`config.mk`:
```
export PLATFORM = sky130hd
export DESIGN_NAME = energy_beat_detector_unit
export DESIGN_NICKNAME = d
export VERILOG_FILES = /design/src/sv/ebd_pkg.sv /design/src/sv/energy_beat_detector_unit.sv /design/src/sv/ebd_cell.sv /design/src/sv/ebd_ring.sv
export SDC_FILE = /design/constraint.sdc
export NUM_CORES = 2
export LEC_CHECK = 0
export ABC_CLOCK_PERIOD_IN_PS = 10600
export BUFFER_PORTS_ARGS = -buffer_cell sky130_fd_sc_hd__clkbuf_2
export CORE_MARGIN = 2
export CORE_UTILIZATION = 25
export CTS_BUF_LIST = sky130_fd_sc_hd__clkbuf_8
export DETAILED_ROUTE_END_ITERATION = 12
export SETUP_SLACK_MARGIN = 0.02
export SLEW_MARGIN = 0
export SYNTH_ARGS = -nofsm -noshare
export SYNTH_HDL_FRONTEND = slang
export SYNTH_SLANG_ARGS = --single-unit
```
`constraint.sdc`:
```
create_clock -name clk_i -period 10.6 [get_ports clk_i]
set_clock_uncertainty 0.1 [all_clocks]
set_input_delay 0.53 -clock clk_i [delete_from_list [all_inputs] [get_ports clk_i]]
set_output_delay 0.53 -clock clk_i [all_outputs]
set_load 0.05 [all_outputs]
```
`src/sv/ebd_pkg.sv`:
```
// ----------------------------------------------------------------------------
// ebd_pkg
// Types, widths and register reset values shared by the beat detector.
// ----------------------------------------------------------------------------
package ebd_pkg;

  localparam int E_W      = 16;   // frame energy, Q0.16
  localparam int HLEN_W   = 7;
  localparam int SENS_W   = 12;   // Q4.8
  localparam int GAP_W    = 8;
  localparam int SUM_W    = 22;
  localparam int MEAN_SH  = 8;    // weight of count*energy against Q4.8 factor

  localparam logic [GAP_W-1:0]  GAP_SAT = 8'd255;

  localparam logic [HLEN_W-1:0] HLEN_RST  = 7'd32;
  localparam logic [SENS_W-1:0] SENS_RST  = 12'd384;
  localparam logic [GAP_W-1:0]  MINGAP_RST = 8'd15;
  localparam logic [E_W-1:0]    FLOOR_RST = 16'd6554;

  typedef enum logic [1:0] {
    REG_HISTORY_LEN = 2'd0,
    REG_SENSITIVITY = 2'd1,
    REG_MIN_GAP     = 2'd2,
    REG_FLOOR_LEVEL = 2'd3
  } cfg_reg_e;

  // control broadcast along the row of ring cells
  typedef struct packed {
    logic step;      // item accepted, write slot and move token
    logic prewrap;   // pointer lies beyond the history length, slot is cell 0
    logic wrap;      // token returns to cell 0 after this item
  } ring_ctrl_t;

endpackage

```
`src/sv/energy_beat_detector_unit.sv`:
```
// ----------------------------------------------------------------------------
// energy_beat_detector_unit
// Energy beat detector: running mean over a ring of recent frame energies.
// ----------------------------------------------------------------------------
// Pipeline: the sum is updated on accept, then stages B, M (products) and O
// (compare and gap count); one item per cycle unless a stall holds the flow.
// The ring row prefetches the slot to evict into a register; after a change of
// history_len the first item may stall until that prefetch is taken anew.
// Reset: registers return to defaults, pointer, count and sum clear, the gap
// count saturates; ring contents are not cleared.
// ----------------------------------------------------------------------------
module energy_beat_detector_unit
  import ebd_pkg::*;
#(
  parameter int HISTORY_MAX = 64
) (
  input  logic             clk_i,
  input  logic             rst_ni,
  // configuration
  input  logic             psel,
  input  logic             penable,
  input  logic             pwrite,
  input  logic [3:0]       paddr,
  input  logic [31:0]      pwdata,
  output logic [31:0]      prdata,
  output logic             pready,
  // input items
  input  logic             in_valid_i,
  output logic             in_stall_o,
  input  logic [E_W-1:0]   energy_i,
  // result items
  output logic             out_valid_o,
  input  logic             out_stall_i,
  output logic             beat_o,
  output logic [GAP_W-1:0] gap_count_o
);

  localparam int PTR_W  = $clog2(HISTORY_MAX);
  localparam int LEN_W  = $clog2(HISTORY_MAX + 1);
  localparam int CMP_W  = (LEN_W > HLEN_W) ? LEN_W : HLEN_W;
  localparam int PROD_W = E_W + LEN_W;
  localparam int LHS_W  = PROD_W + MEAN_SH;
  localparam int RHS_W  = SENS_W + SUM_W;
  localparam int MUL_W  = (LHS_W > RHS_W) ? LHS_W : RHS_W;

  // ---------------- configuration registers ----------------
  logic [HLEN_W-1:0] hist_len_q;
  logic [SENS_W-1:0] sens_q;
  logic [GAP_W-1:0]  min_gap_q;
  logic [E_W-1:0]    floor_q;
  logic              cfg_wr;
  cfg_reg_e          cfg_sel;

  assign pready  = 1'b1;
  assign cfg_wr  = psel && penable && pwrite;
  assign cfg_sel = cfg_reg_e'(paddr[3:2]);

  always_ff @(posedge clk_i or negedge rst_ni) begin
    if (!rst_ni) begin
      hist_len_q <= HLEN_RST;
      sens_q     <= SENS_RST;
      min_gap_q  <= MINGAP_RST;
      floor_q    <= FLOOR_RST;
    end else if (cfg_wr) begin
      unique case (cfg_sel)
        REG_HISTORY_LEN: hist_len_q <= pwdata[HLEN_W-1:0];
        REG_SENSITIVITY: sens_q     <= pwdata[SENS_W-1:0];
        REG_MIN_GAP:     min_gap_q  <= pwdata[GAP_W-1:0];
        REG_FLOOR_LEVEL: floor_q    <= pwdata[E_W-1:0];
      endcase
    end
  end

  always_comb begin
    unique case (cfg_sel)
      REG_HISTORY_LEN: prdata = 32'(hist_len_q);
      REG_SENSITIVITY: prdata = 32'(sens_q);
      REG_MIN_GAP:     prdata = 32'(min_gap_q);
      REG_FLOOR_LEVEL: prdata = 32'(floor_q);
    endcase
  end

  // ---------------- effective length and ring pointer ----------------
  logic [LEN_W-1:0] len;
  logic [CMP_W-1:0] hl_ext;
  logic [PTR_W-1:0] ptr_q, slot, nxt, pf_ptr_q;
  logic [LEN_W-1:0] slot_inc;
  logic             prewrap, wrap, pf_miss, accept;

  always_comb begin
    hl_ext = CMP_W'(hist_len_q);
    if (hl_ext == '0) begin
      len = LEN_W'(1);
    end else if (hl_ext > CMP_W'(HISTORY_MAX)) begin
      len = LEN_W'(HISTORY_MAX);
    end else begin
      len = LEN_W'(hl_ext);
    end
  end

  assign prewrap  = LEN_W'(ptr_q) >= len;
  assign slot     = prewrap ? '0 : ptr_q;
  assign slot_inc = LEN_W'(slot) + LEN_W'(1);
  assign wrap     = slot_inc == len;
  assign nxt      = wrap ? '0 : PTR_W'(slot_inc);
  // evict prefetch was taken for another slot (length just changed)
  assign pf_miss  = pf_ptr_q != slot;

  // ---------------- pipeline handshake ----------------
  logic v_b_q, v_m_q, v_o_q;
  logic en_b, en_m, en_o;

  assign en_o       = !v_o_q || !out_stall_i;
  assign en_m       = !v_m_q || en_o;
  assign en_b       = !v_b_q || en_m;
  assign in_stall_o = !en_b || pf_miss;
  assign accept     = in_valid_i && !in_stall_o;

  // ---------------- ring of cells ----------------
  ring_ctrl_t             ring_ctrl;
  logic [E_W-1:0]         evict;
  logic [HISTORY_MAX-1:0] tok_vec;

  assign ring_ctrl.step    = accept;
  assign ring_ctrl.prewrap = prewrap;
  assign ring_ctrl.wrap    = wrap;

  ebd_ring #(
    .DEPTH (HISTORY_MAX)
  ) u_ring (
    .clk_i   (clk_i),
    .rst_ni  (rst_ni),
    .ctrl_i  (ring_ctrl),
    .data_i  (energy_i),
    .evict_o (evict),
    .tok_o   (tok_vec)
  );

  // ---------------- running sum and fill count ----------------
  logic [SUM_W-1:0] sum_q, sum_d;
  logic [LEN_W-1:0] fill_q, fill_d;

  always_comb begin
    if (fill_q < len) begin
      sum_d  = sum_q + SUM_W'(energy_i);
      fill_d = fill_q + LEN_W'(1);
    end else begin
      sum_d  = sum_q - SUM_W'(evict) + SUM_W'(energy_i);
      fill_d = fill_q;
    end
  end

  always_ff @(posedge clk_i or negedge rst_ni) begin
    if (!rst_ni) begin
      ptr_q    <= '0;
      pf_ptr_q <= '0;
      sum_q    <= '0;
      fill_q   <= '0;
    end else begin
      pf_ptr_q <= accept ? nxt : slot;
      if (accept) begin
        ptr_q  <= nxt;
        sum_q  <= sum_d;
        fill_q <= fill_d;
      end
    end
  end

  // ---------------- stage B: snapshot of the updated state ----------------
  logic [E_W-1:0]   e_b_q;
  logic [LEN_W-1:0] fill_b_q;
  logic [SUM_W-1:0] sum_b_q;
  logic             floor_b_q;

  always_ff @(posedge clk_i) begin
    if (accept) begin
      e_b_q     <= energy_i;
      fill_b_q  <= fill_d;
      sum_b_q   <= sum_d;
      floor_b_q <= energy_i > floor_q;
    end
  end

  // ---------------- stage M: products ----------------
  logic [PROD_W-1:0] prod_m_q;
  logic [RHS_W-1:0]  rhs_m_q;
  logic              floor_m_q;

  always_ff @(posedge clk_i) begin
    if (en_m && v_b_q) begin
      prod_m_q  <= PROD_W'(e_b_q) * PROD_W'(fill_b_q);
      rhs_m_q   <= RHS_W'(sens_q) * RHS_W'(sum_b_q);
      floor_m_q <= floor_b_q;
    end
  end

  // ---------------- stage O: compare, gap count, result ----------------
  logic [GAP_W-1:0] since_q, gap;
  logic [MUL_W-1:0] lhs_ext, rhs_ext;
  logic             beat_d, beat_q;
  logic [GAP_W-1:0] gap_q;

  assign lhs_ext = MUL_W'({prod_m_q, {MEAN_SH{1'b0}}});
  assign rhs_ext = MUL_W'(rhs_m_q);
  assign gap     = (since_q == GAP_SAT) ? GAP_SAT : since_q + GAP_W'(1);
  assign beat_d  = floor_m_q && (lhs_ext > rhs_ext) && (gap >= min_gap_q);

  always_ff @(posedge clk_i or negedge rst_ni) begin
    if (!rst_ni) begin
      v_b_q   <= 1'b0;
      v_m_q   <= 1'b0;
      v_o_q   <= 1'b0;
      since_q <= GAP_SAT;
    end else begin
      if (en_b) begin
        v_b_q <= accept;
      end
      if (en_m) begin
        v_m_q <= v_b_q;
      end
      if (en_o) begin
        v_o_q <= v_m_q;
      end
      if (en_o && v_m_q) begin
        since_q <= beat_d ? '0 : gap;
      end
    end
  end

  always_ff @(posedge clk_i) begin
    if (en_o && v_m_q) begin
      beat_q <= beat_d;
      gap_q  <= gap;
    end
  end

  assign out_valid_o = v_o_q;
  assign beat_o      = beat_q;
  assign gap_count_o = gap_q;

  // ---------------- assertions ----------------
  a_tok_onehot : assert property (@(posedge clk_i) disable iff (!rst_ni)
    $onehot(tok_vec) && tok_vec[ptr_q])
    else $error("ring token does not match pointer");

  a_full_stall : assert property (@(posedge clk_i) disable iff (!rst_ni)
    (v_b_q && v_m_q && v_o_q && out_stall_i) |-> in_stall_o)
    else $error("item accepted into a full pipeline");

  a_fill_bound : assert property (@(posedge clk_i) disable iff (!rst_ni)
    accept |=> (fill_q != '0) && (fill_q <= LEN_W'(HISTORY_MAX)))
    else $error("fill count out of range after an item");

endmodule

```
`src/sv/ebd_cell.sv`:
```
// ----------------------------------------------------------------------------
// ebd_cell
// One ring slot: holds a stored energy and the write token, hands the token
// to its right neighbor on each accepted item, or back to cell 0 on a wrap.
// ----------------------------------------------------------------------------
module ebd_cell
  import ebd_pkg::*;
#(
  parameter bit HOME = 1'b0
) (
  input  logic           clk_i,
  input  logic           rst_ni,
  input  ring_ctrl_t     ctrl_i,
  input  logic           tok_prev_i,
  input  logic [E_W-1:0] data_i,
  output logic           tok_eff_o,
  output logic           tok_o,
  output logic [E_W-1:0] rd_o
);

  logic           tok_q, tok_d;
  logic [E_W-1:0] val_q;
  logic           wr, sel_next;

  assign tok_eff_o = ctrl_i.prewrap ? HOME : tok_q;
  assign tok_o     = tok_q;
  assign tok_d     = HOME ? ctrl_i.wrap : (tok_prev_i && !ctrl_i.wrap);
  assign wr        = ctrl_i.step && tok_eff_o;
  assign sel_next  = ctrl_i.step ? tok_d : tok_eff_o;
  // value of the slot the next item will use, with write forwarding
  assign rd_o      = sel_next ? (wr ? data_i : val_q) : '0;

  always_ff @(posedge clk_i or negedge rst_ni) begin
    if (!rst_ni) begin
      tok_q <= HOME;
    end else if (ctrl_i.step) begin
      tok_q <= tok_d;
    end
  end

  always_ff @(posedge clk_i) begin
    if (wr) begin
      val_q <= data_i;
    end
  end

endmodule

```
`src/sv/ebd_ring.sv`:
```
// ----------------------------------------------------------------------------
// ebd_ring
// Row of ring cells with a registered read of the slot due for eviction.
// ----------------------------------------------------------------------------
module ebd_ring
  import ebd_pkg::*;
#(
  parameter int DEPTH = 64
) (
  input  logic             clk_i,
  input  logic             rst_ni,
  input  ring_ctrl_t       ctrl_i,
  input  logic [E_W-1:0]   data_i,
  output logic [E_W-1:0]   evict_o,
  output logic [DEPTH-1:0] tok_o
);

  logic [DEPTH-1:0]          tok_eff;
  logic [DEPTH-1:0][E_W-1:0] rd;
  logic [E_W-1:0]            evict_d, evict_q;

  for (genvar k = 0; k < DEPTH; k++) begin : g_cell
    logic tok_prev;
    if (k == 0) begin : g_first
      assign tok_prev = 1'b0;
    end else begin : g_rest
      assign tok_prev = tok_eff[k-1];
    end
    ebd_cell #(
      .HOME (k == 0)
    ) u_cell (
      .clk_i      (clk_i),
      .rst_ni     (rst_ni),
      .ctrl_i     (ctrl_i),
      .tok_prev_i (tok_prev),
      .data_i     (data_i),
      .tok_eff_o  (tok_eff[k]),
      .tok_o      (tok_o[k]),
      .rd_o       (rd[k])
    );
  end

  // one-hot select: only the cell holding the next token drives nonzero
  always_comb begin
    evict_d = '0;
    for (int k = 0; k < DEPTH; k++) begin
      evict_d = evict_d | rd[k];
    end
  end

  always_ff @(posedge clk_i) begin
    evict_q <= evict_d;
  end

  assign evict_o = evict_q;

endmodule

```
Word level (Yosys, flattened, before mapping)
Cells that the tools add are included.
{"block": "totals", "register_bits": 1312, "output_inout_bits": 44, "word_cells": 650}
{"block": "op_classes", "add_sub_neg": 6, "multipliers": 2, "n_lt_le_gt_ge": 6, "n_eq_ne": 6, "mux": 266, "bitwise_logic": 63, "n_reduce_logical": 151}
{"cell": "two-way mux 16 bit", "count": 128}
{"cell": "OR 16 bit", "count": 63}
{"cell": "logical AND 1 bit", "count": 134}
{"cell": "two-way mux 1 bit", "count": 128}
{"cell": "case mux 32 bit (4 select lines)", "count": 1}
{"cell": "adder 22 x 16 -> 22 bit", "count": 2}
{"cell": "> comparator 31 x 34 -> 1 bit", "count": 1}
{"cell": "multiplier 12 x 22 -> 34 bit", "count": 1}
{"cell": "multiplier 16 x 7 -> 23 bit", "count": 1}
{"cell": "two-way mux 22 bit", "count": 1}
{"cell": "subtractor 22 x 16 -> 22 bit", "count": 1}
{"cell": "two-way mux 7 bit", "count": 3}
{"cell": "two-way mux 6 bit", "count": 3}
{"cell": "> comparator 16 bit", "count": 1}
{"cell": "two-way mux 8 bit", "count": 2}
{"cell": "adder 8 x 1 -> 8 bit, second input constant", "count": 1}
{"cell": "equality test 8 bit, second input constant", "count": 1}
{"cell": ">= comparator 8 bit", "count": 1}
{"cell": "AND reduction 2 bit", "count": 4}
{"cell": "adder 6 x 1 -> 7 bit, second input constant", "count": 1}
{"cell": "adder 7 x 1 -> 7 bit, second input constant", "count": 1}
{"cell": "equality test 7 bit", "count": 1}
{"cell": ">= comparator 6 x 7 -> 1 bit", "count": 1}
{"cell": "> comparator 7 bit, second input constant", "count": 1}
{"cell": "8 further kinds", "count": 18}

Longest topological paths before layout
{"block": "depth", "depth_word": 75, "depth_mapped": 28, "ltp_nobuf": 23}

Cells and area by module
A second synthesis with hierarchy kept.
{"block": "unflattened", "cells_unflattened": 7514, "area_unflattened_um2": 72127.9}
{"module": "ebd_cell at u_ring.g_cell[10].u_cell ...", "n_inst": 63, "cells_each": 73, "area_each_um2": 714.4, "seq_area_each_um2": 345.3}
{"module": "energy_beat_detector_unit", "n_inst": 1, "cells_each": 2485, "area_each_um2": 23612.6, "seq_area_each_um2": 5798.1}
{"module": "ebd_ring", "n_inst": 1, "cells_each": 353, "area_each_um2": 2546.2, "seq_area_each_um2": 320.3}
{"module": "ebd_cell at u_ring.g_cell[0].u_cell", "n_inst": 1, "cells_each": 77, "area_each_um2": 959.7, "seq_area_each_um2": 346.6}

Worst setup path after synthesis
OpenSTA, ideal clock, no wires.
{"block": "synth_timing", "path_kind": "flip-flop to flip-flop", "from": "register sens_q[7]", "to": "register rhs_m_q[32], in the netlist rhs_ext[32] (data pin)", "setup_time_ns": 0.258, "t_arrival_ns": 5.749, "t_required_ns": 10.242, "setup_slack_ns": 4.494, "stages_incl_launch_ff": 22, "period_less_slack_ns": 6.106, "cell_sequence": "dfstp_2 clkbuf_1 nand2_1 fa_1 fa_1 inv_1 fa_1 inv_1 fa_1 inv_1 fa_1 ha_1 nand3_1 a2111oi_0 nor3_1 o31a_1 a2111oi_0 o31ai_1 a21boi_0 o21a_1 nor2_1 xnor2_1"}
{"block": "synth_via", "elab_chain_cells": 1}
{"item": "start, declared", "line_no": "energy_beat_detector_unit.sv:48", "rtl": "logic [SENS_W-1:0] sens_q;"}
{"item": "start signal, assigned", "line_no": "energy_beat_detector_unit.sv:67", "rtl": "REG_SENSITIVITY: sens_q <= pwdata[SENS_W-1:0];"}
{"item": "multiplier 12 x 22 -> 34 bit", "line_no": "energy_beat_detector_unit.sv:192", "rtl": "rhs_m_q <= RHS_W'(sens_q) * RHS_W'(sum_b_q);"}
{"item": "end signal, assigned", "line_no": "energy_beat_detector_unit.sv:192"}
{"item": "end, declared", "line_no": "energy_beat_detector_unit.sv:186", "rtl": "logic [RHS_W-1:0] rhs_m_q;"}
Every way passes these cells.
A chain may end at the register's enable or synchronous reset.

Worst setup path after layout
{"block": "layout_timing", "from": "register hist_len_q[4]", "to": "register u_ring.evict_q[7], in the netlist u_ring.evict_o[7]"}
{"block": "layout_via", "elab_chain_cells": 75}
{"item": "start, declared", "line_no": "energy_beat_detector_unit.sv:47", "rtl": "logic [HLEN_W-1:0] hist_len_q;"}
{"item": "start signal, assigned", "line_no": "energy_beat_detector_unit.sv:66", "rtl": "REG_HISTORY_LEN: hist_len_q <= pwdata[HLEN_W-1:0];"}
{"item": "> comparator 7 bit", "line_no": "energy_beat_detector_unit.sv:94", "rtl": "end else if (hl_ext > CMP_W'(HISTORY_MAX)) begin"}
{"item": "two-way mux 7 bit", "line_no": "energy_beat_detector_unit.sv:94"}
{"item": "two-way mux 7 bit (*)", "line_no": "energy_beat_detector_unit.sv:92", "rtl": "if (hl_ext == '0) begin"}
{"item": "branches (longest 71 deep; another with >= comparator 6 x 7 -> 1 bit)"}
{"item": "OR 16 bit (*)", "line_no": "ebd_ring.sv:47", "rtl": "evict_d = evict_d | rd[k];"}
{"item": "via u_ring.evict_d[7]", "line_no": "ebd_ring.sv:20", "rtl": "logic [E_W-1:0] evict_d, evict_q;"}
{"item": "end signal, assigned", "line_no": "ebd_ring.sv:52", "rtl": "evict_q <= evict_d;"}
{"item": "end, declared", "line_no": "ebd_ring.sv:20"}
Mark *: on every way through the listed nets, which the timed path passes.

==> run_results.csv <==
group,metric,value,unit
clock_network,cts_resized,0,
clock_network,clk_pin_slew,0.06,ns
global_route,grt_pass1_vias,50166,
floorplanning,boundaryPins,103,
floorplanning,row_count,192,
sta,fin_setup_tns,0,ns
cells_and_area,final_cell_count_no_fill,10684,
sta,max_freq,0.116,GHz
sta,period_needed,8.63,ns
yosys,seq_area_frac_synth,41.2,%
yosys,ys_types,81,
worst_setup_path,cp_max_fo,36,
yosys,synth_top_cell_area_share,30.4,%
route,ant_nets,0,
clock_network,cts_max_level,4,
yosys,ys_warn_count,0,
global_route,use_met3,2.50,%
global_route,grt.busiest_layer,"met2",
floorplanning,core,0.273,mm2
place,placed_cells,10257,
global_route,grt_usage,13.7,%
place,gp_congestion,0.857,
route,drt_iter0_drc,3349,
yosys,synthTopCellsByArea,"dfxtp_1 30%, mux2i_1 12%, fa_1 8.4%, inv_1 6.9%, dfrtp_1 5.0%",
floorplanning,dieArea,0.278,mm2
worst_setup_path,r2r_cells,22,
cells_and_area,register_area,0.0282,mm2
clock_network,insertion_delay,0.98,ns
place,place.port_buffers,67,
worst_setup_path,worstSetupEndpointType,"flip-flop",
global_route,grt_remaining_overflow,0,
cells_and_area,syn_to_final_growth,13.3,%
min_path,hold_path_depth,1,
sta,grt_setup_unrepaired,"no",
global_route,met2_usage,22.4,%
yosys,async_reset_ff_share,12.1,%
route,vias,48914,
clock_network,cts_tree,"done",
yosys,ys_ff_latch,1312,
min_path,min_path_type,"primary input to flip-flop",
yosys,synth_common_cells,"1268 x inv_1, 1040 x dfxtp_1, 813 x mux2i_1, 471 x nand2_1, 393 x o22ai_1",
yosys,synth.most_common_cell,"inv_1",
cells_and_area,multi_input_area,0.0339,mm2
global_route,grt_pass1_wl,297000,um
cells_and_area,nets,7478,
worst_setup_path,r2r-end,"u_ring.evict_o[7]",
global_route,antenna_found_initial,13,
route,drt_first_pass_iters,5,
clock_network,cts_sinks,1312,
sta,finalHoldViolCount,0,
sta,post-route-period-util,81.4,%
cells_and_area,fill_cells,28287,
clock_network,cts_max_path_buffers,3,
worst_setup_path,cp.required,11.33,ns
route,wl_per_cell,18.2,um
global_route,use_met1,18.1,%
sta,finalSetupViolations,0,
yosys,syn_area,0.0685,mm2
worst_setup_path,cp_data_arrival_time,9.36,ns
yosys,syn_inst,6879,
run,cap_violations,0,
route,routed_wl,194000,um
worst_setup_path,path_class,"flip-flop to flip-flop",
yosys,syn_avg_cell_area,9.96,um2
yosys,yosysTopAreaCell,"dfxtp_1",
floorplanning,start_util,25.1,%
sta,max-slew-margin-rel,9.26,%
yosys,synth_edf_count,113,
route,drc_errors,0,
yosys,synthFlopType,"dfxtp_1",
place,hpwl,132000,um
clock_network,cts_inserted_buffers,215,
floorplanning,die_w,528,um
status,outcome,"finished, final reports clean",
min_path,hp-start,"energy_i[2]",
global_route,grt_max_degree,98,
worst_setup_path,start_kind,"flip-flop",
min_path,min_to,"e_b_q[2]",
clock_network,root_buffer,"clkbuf_8",
worst_setup_path,rr_startpoint,"hist_len_q[4]",
sta,finalMaxSlewViolations,0,
sta,worst_pin_slew,1.35,ns
route,viasPerCell,4.58,
cells_and_area,drive_gt1_share,13.2,%
worst_setup_path,rrSetupSlack,1.97,ns
floorplanning,fp.dieH,528,um
critical path, cell delays in order, from the launching register on:
cell,delay (ns)
dfrtp_1,0.48
nor3_1,0.22
a21oi_1,0.11
or2_2,0.30
inv_1,0.09
ha_1,0.23
nand2b_4,0.14
a211o_4,0.37
a21oi_2,0.60
nand2_1,0.21
inv_1,0.10
ha_1,0.33
xor2_1,0.24
a31oi_1,0.11
o311ai_0,0.29
nand3_1,0.15
or4b_4,0.83
buf_4,0.34
a22oi_4,0.73
o22ai_1,0.14
nor4_1,1.06
nand4_1,0.60
or4_1,0.67
placed cells by master (no fill, tap or decap), drive strengths merged, types with 67 or more instances in the layout:
cell type	instances
inv	1355
dfxtp	1040
mux2i	813
nand2	471
o22ai	393
clkbuf	319
fa	286
mux2	256
ha	217
nand2b	214
o21ai	158
buf	155
and2	141
dfrtp	136
edfxtp	113
nor4	100
a21oi	99
nor3	88
nor2	86
xnor2	78
a22oi	67
per-layer routing:
metal | up-vias | part of all wire [%]
li1 | 22845 | -
met1 | 24293 | 45
met2 | 1446 | 46
met3 | 328 | 6.0
met4 | 2 | 2.7
met5 | - | 0.0046
worst max-delay path by stage:
stage | start | to | slack [ns]
floorplan | sens_q[7] | rhs_ext[32] | 4.49
global placement | hist_len_q[4] | u_ring.evict_o[10] | 2.14
detailed placement | hist_len_q[4] | u_ring.evict_o[7] | 2.18
CTS | hist_len_q[4] | u_ring.evict_o[7] | 2.20
global route | hist_len_q[5] | u_ring.evict_o[10] | 1.59
finish | hist_len_q[4] | u_ring.evict_o[7] | 1.97
timing repair:
action	in CTS	in global routing
endpoints found under the hold margin	253	0
setup buffers	0	0
hold buffers	31	0
state kept, by name, summed over array words and instances, names as in the netlist, 6 cells and up:
register	count
since_q	8
u_ring.g_cell.u_cell.val_q	1024
e_b_q	16
fill_q	7
rhs_ext	34
hist_len_q	7
sum_b_q	22
gap_count_o	8
fill_b_q	7
u_ring.g_cell.u_cell.tok_o	64
sens_q	12
u_ring.evict_o	16
pf_ptr_q	6
floor_q	16
ptr_q	6
sum_q	22
min_gap_q	8
prod_m_q	23
through the flow:
stage / worst slack (ns) / hold WS (ns) / instance area, um2 / utilization (%)
global placement: 2.14 / 0.333 / 72800 / 26.7
global route: 1.59 / 0.0585 / 77700 / 28.4
detailed placement: 2.18 / 0.339 / 72800 / 26.7
floorplan: 4.49 / 0.134 / 68600 / -
finish: 1.97 / 0.0834 / 77700 / 28.4
CTS: 2.20 / 0.0246 / 77600 / 28.4
cell families after synthesis:
kind of cell	share of synthesized area (%)
AND/OR/NAND/NOR	9.60
adder cells (fa/ha/maj)	12.3
buffers and inverters	9.91
other	0.0110
multiplexers	16.3
XOR/XNOR	1.39
flip-flops	41.2
AO/OA/AOI/OAI	9.26
cell type report:
| type | count | area share (%) |
|---|---|---|
| clock buffers | 268 | 4.75 |
| diodes | 3 | 0.00967 |
| well taps | 3589 | 5.78 |
| clock inverters | 125 | 1.07 |
| repair buffers | 237 | 2.28 |
| multi-input cells | 3882 | 43.6 |
| flip-flops and latches | 1312 | 36.3 |
| inverters | 1268 | 6.14 |
Power is left out: the tool's default activity adds up to more than one toggle a clock period on the data nets, which glitch-free logic cannot reach.
